===== src/design/prf_ram.sv =====
`default_nettype none

module prf_ram #(
  parameter int WIDTH = 8,
  parameter int DEPTH = 16
) (
  input  wire logic                     clk,
  input  wire logic                     we,
  input  wire logic [$clog2(DEPTH)-1:0] waddr,
  input  wire logic [WIDTH-1:0]         wdata,
  input  wire logic [$clog2(DEPTH)-1:0] raddr,
  output logic      [WIDTH-1:0]         rdata
);

  logic [WIDTH-1:0] mem [DEPTH];

  // Write one word, read one word with registered data
  always_ff @(posedge clk) begin
    if (we) begin
      mem[waddr] <= wdata;
    end
    rdata <= mem[raddr];
  end

endmodule

`default_nettype wire


===== config.mk =====
export PLATFORM = sky130hd
export DESIGN_NAME = prf_ram
export DESIGN_NICKNAME = d
export VERILOG_FILES = /design/src/design/prf_ram.sv
export SDC_FILE = /design/constraint.sdc
export NUM_CORES = 1
export LEC_CHECK = 0
export BUFFER_PORTS_ARGS = -buffer_cell sky130_fd_sc_hd__buf_4
export CAP_MARGIN = 25
export CORE_ASPECT_RATIO = 1.25
export CORE_UTILIZATION = 54
export CTS_CLUSTER_DIAMETER = 80
export DETAILED_ROUTE_END_ITERATION = 16
export GPL_TIMING_DRIVEN = 0
export PLACE_DENSITY = 0.73
export RECOVER_POWER = 25
export SYNTH_ARGS = -nofsm -noshare
export SYNTH_HDL_FRONTEND = slang
export SYNTH_SLANG_ARGS = --single-unit

===== constraint.sdc =====
create_clock -name clk -period 1.8 [get_ports clk]
set_input_delay 0.36 -clock clk [delete_from_list [all_inputs] [get_ports clk]]
set_output_delay 0.36 -clock clk [all_outputs]
set_load 0.1 [all_outputs]

==> impl_metrics.csv <==
group,metric,value,unit
die,initial_standard_cell_utilization_of_the_core,0.558,
yosys,ys_seq_area_frac,0.778,
finish,final-instance-count-excl-fill,411,
clocking,clock_latency,0.42,ns
finish,post_route_cells_drive_above_1_share,0.281,
timing,final_hold_viol_count,0,
yosys,synth_area_leaders,"edfxtp_1 75%, mux4_2 7.9%, mux4_1 7.1%",
setup_path,worst-path-buf-inv,1,
routing,number_of_nets_still_failing_antenna_checks_after_routing,0,
clocking,cts_htree_levels,4,
placement,placed_cells_incl_taps,379,
job,cap_viol_max_count,0,
yosys,synth.cells.most_frequent,"128 x edfxtp_1, 18 x mux4_2, 16 x a22oi_1, 14 x mux4_1, 13 x nor2_1",
routing,topRoutingLayerUsed,"met4",
finish,n_fill_cell,600,
setup_path,worstPathRequired,1.84,ns
yosys,syn_avg_cell_area,22.5,um2
timing,final_setup_violation_count,0,
yosys,yosys_warning_count,0,
setup_path,critPathArrivalTime,1.66,ns
power_and_ir_drop,vdd_drop_max,0.802,mV
yosys,post-synth-top-count-cell,"edfxtp_1",
routing,first_iter_violations,236,
timing,fin_crit_sh,0.902,
die,placementRows,39,
setup_path,setup.worst_path.class,"in2reg",
yosys,synth_area,5150,um2
clocking,cts-hold-fix-buffers,0,
setup_path,reg2reg_setup_slack,0.33,ns
routing,first_pass_iters,5,
clocking,post-cts-setup-buffers,0,
setup_path,startpoint_type,"input port",
placement,placement.cell_area,5510,um2
placement,routabilityCongestion,0.792,
yosys,yosys.area_share.adder,0,
clocking,tritoncts,"built",
yosys,synth-seq-cells,136,
timing,worstMarginPinSlew,0.822,ns
power_and_ir_drop,power.static_leakage,0.00205,uW
placement,place_ws,-0.252,ns
grt,track_usage,0.222,
yosys,synth-compound-area-share,0.0233,
routing,detail_route.wl_per_cell,23.2,um
yosys,synth_top_family_by_area,"multiplexers",
finish,antenna_cells,0,
outcome,outcome,"complete, no violations",
routing,route.met2.wl,4870,um
grt,first_global_vias,2504,
timing,grt_setup_unrepaired,"false",
setup_path,critPathCaptureType,"flip-flop",
clocking,clock_sink_count,136,
timing,worst_slew_margin_relative_to_its_limit,0.450,
yosys,synth.mux.area_fraction,0.150,
placement,hpwl,6050,um
yosys,synth_nets,247,
yosys,dominantRegCellSynth,"edfxtp_1",
finish,final_net_count,293,
yosys,synth.lib_cells_used.distinct,19,
clocking,worst_setup_hold_path_clk_slew,0.05,ns
routing,routed-wl-met3,554,um
finish,final_design_area_no_fill,6090,um2
yosys,yosys.area_share.simple,0.0318,
grt,antenna_violations_before_repair,0,
die,fp.dieH,111,um
timing,period_needed,1.62,ns
timing,report.final.slew_viol_count,0,
setup_path,path_delay_family,"simple AND/OR/NAND/NOR gates",
finish,sequential_cell_area,4000,um2
power_and_ir_drop,power.density_cell_area,1220,nW/um2
routing,finalWirelength,9540,um
worst_hold_path,hp-class,"in2reg",
routing,detail_route.vias_per_cell,5.93,
timing,worst_slack,0.176,ns
finish,core_util_final,0.660,
routing,met1_length,3780,um
die,core_area,9220,um2
yosys,asyncSetResetFlopFracSynth,0,
finish,multiInputGateArea,1060,um2
clocking,post_cts_gate_resize_count,0,
grt,grt_start_max_net_pins,17,
setup_path,max_stage_delay,0.65,ns
die,floorplan.io_pins,26,
setup_path,timing.critical_path.cells,"buf_4 -> or3b_2 -> nor2_1",
clocking,cts-buffers-inserted,17,
clocking,max-clock-path-buffers,2,
timing,fin_worst_skew,0.00703,ns
finish,synthToLayoutAreaGrowth,18.3,%
die,die_w,89.3,um
timing,maxClockFrequency,0.616,GHz
yosys,synth_edf_count,128,
setup_path,slowest_stage,"nor2_1",
grt,gr-total-overflow,0,
setup_path,critical_path.max_fanout,8,
power_and_ir_drop,design_power_total,7440,uW
grt,grt_pass1_wl,14500,um
yosys,yosys.area_share.xor_xnor,0,
routing,route.vias.total,2436,
clocking,clk_root_buffer_cell,"clkbuf_16",
yosys,synthCells,229,
placement,port_buffer_count,24,
routing,route.detailed.drc,0,
yosys,synth_top_cell_by_area,"edfxtp_1",
die,die_area,9930,um2
yosys,synthDominantCellAreaShare,0.747,
## kinds of logic (layout without fill, tap and decap cells)
kind of cell / after synthesis / after routing
simple gates: 35 / 35
mux: 32 / 32
compound gates: 16 / 16
buf+inv: 10 / 69
flops: 136 / 136
## flip-flops by register name (all words and copies together), names as in the netlist
name	cells
rdata	8
mem	128
## metrics by stage
| step | hold WS [ns] | setup TNS (ns) |
|---|---|---|
| after global placement | 0.667 | -13.93 |
| after detailed placement | 0.675 | -7.45 |
| after floorplan | 0.459 | 0 |
| after global routing | 0.301 | 0 |
| after CTS | 0.254 | 0 |
| final | 0.296 | 0 |
## where the power goes
group / internal, uW / leakage, uW / switching [uW]
sequential: 3540 / 0.00122 / 17.2
combinational: 159 / 0.000530 / 348
clock: 2180 / 0.000301 / 1190
## final timing paths
| check | from | endpoint | cells after the start |
|---|---|---|---|
| hold reg to reg | mem[12][3]$_DFFE_PP_ | rdata[3]$_DFF_P_ | 3 |
| setup reg to reg | mem[1][1]$_DFFE_PP_ | rdata[1]$_DFF_P_ | 3 |
| setup / recovery | waddr[2] | mem[1][2]$_DFFE_PP_ | 3 |
| hold / removal | wdata[7] | mem[6][7]$_DFFE_PP_ | 1 |
## per-layer routing
metal	track usage	up-vias
li1	-	1064
met1	0.300	1237
met2	0.337	114
met3	0.0402	21
met4	0.133	0
met5	0	-
## placed cells by master, fill, tap and decap left out
cell type,n
buf_4,21
clkdlybuf4s25_2,3
clkinv_2,4
clkbuf_16,20
dfxtp_1,8
clkbuf_1,8
and2_1,1
nor2_1,13
and2b_1,1
nand3b_1,2
nand3_1,1
nand2_1,9
a22oi_1,16
mux4_1,14
nor3_2,1
edfxtp_1,128
nor3_1,3
or3b_2,1
buf_2,4
buf_6,3
clkbuf_8,5
nand2b_1,2
mux4_2,18
nor2b_1,1
clkinvlp_4,1
## final cells by class
| class | count | area share |
|---|---|---|
| clock inverter | 5 | 0.00452 |
| buffer | 10 | 0.0142 |
| multi-input combinational | 83 | 0.174 |
| timing repair buffer | 27 | 0.0292 |
| tap | 123 | 0.0253 |
| sequential | 136 | 0.658 |
| clock buffer | 27 | 0.0947 |
Note: power is estimated with default switching activity, not from simulation.
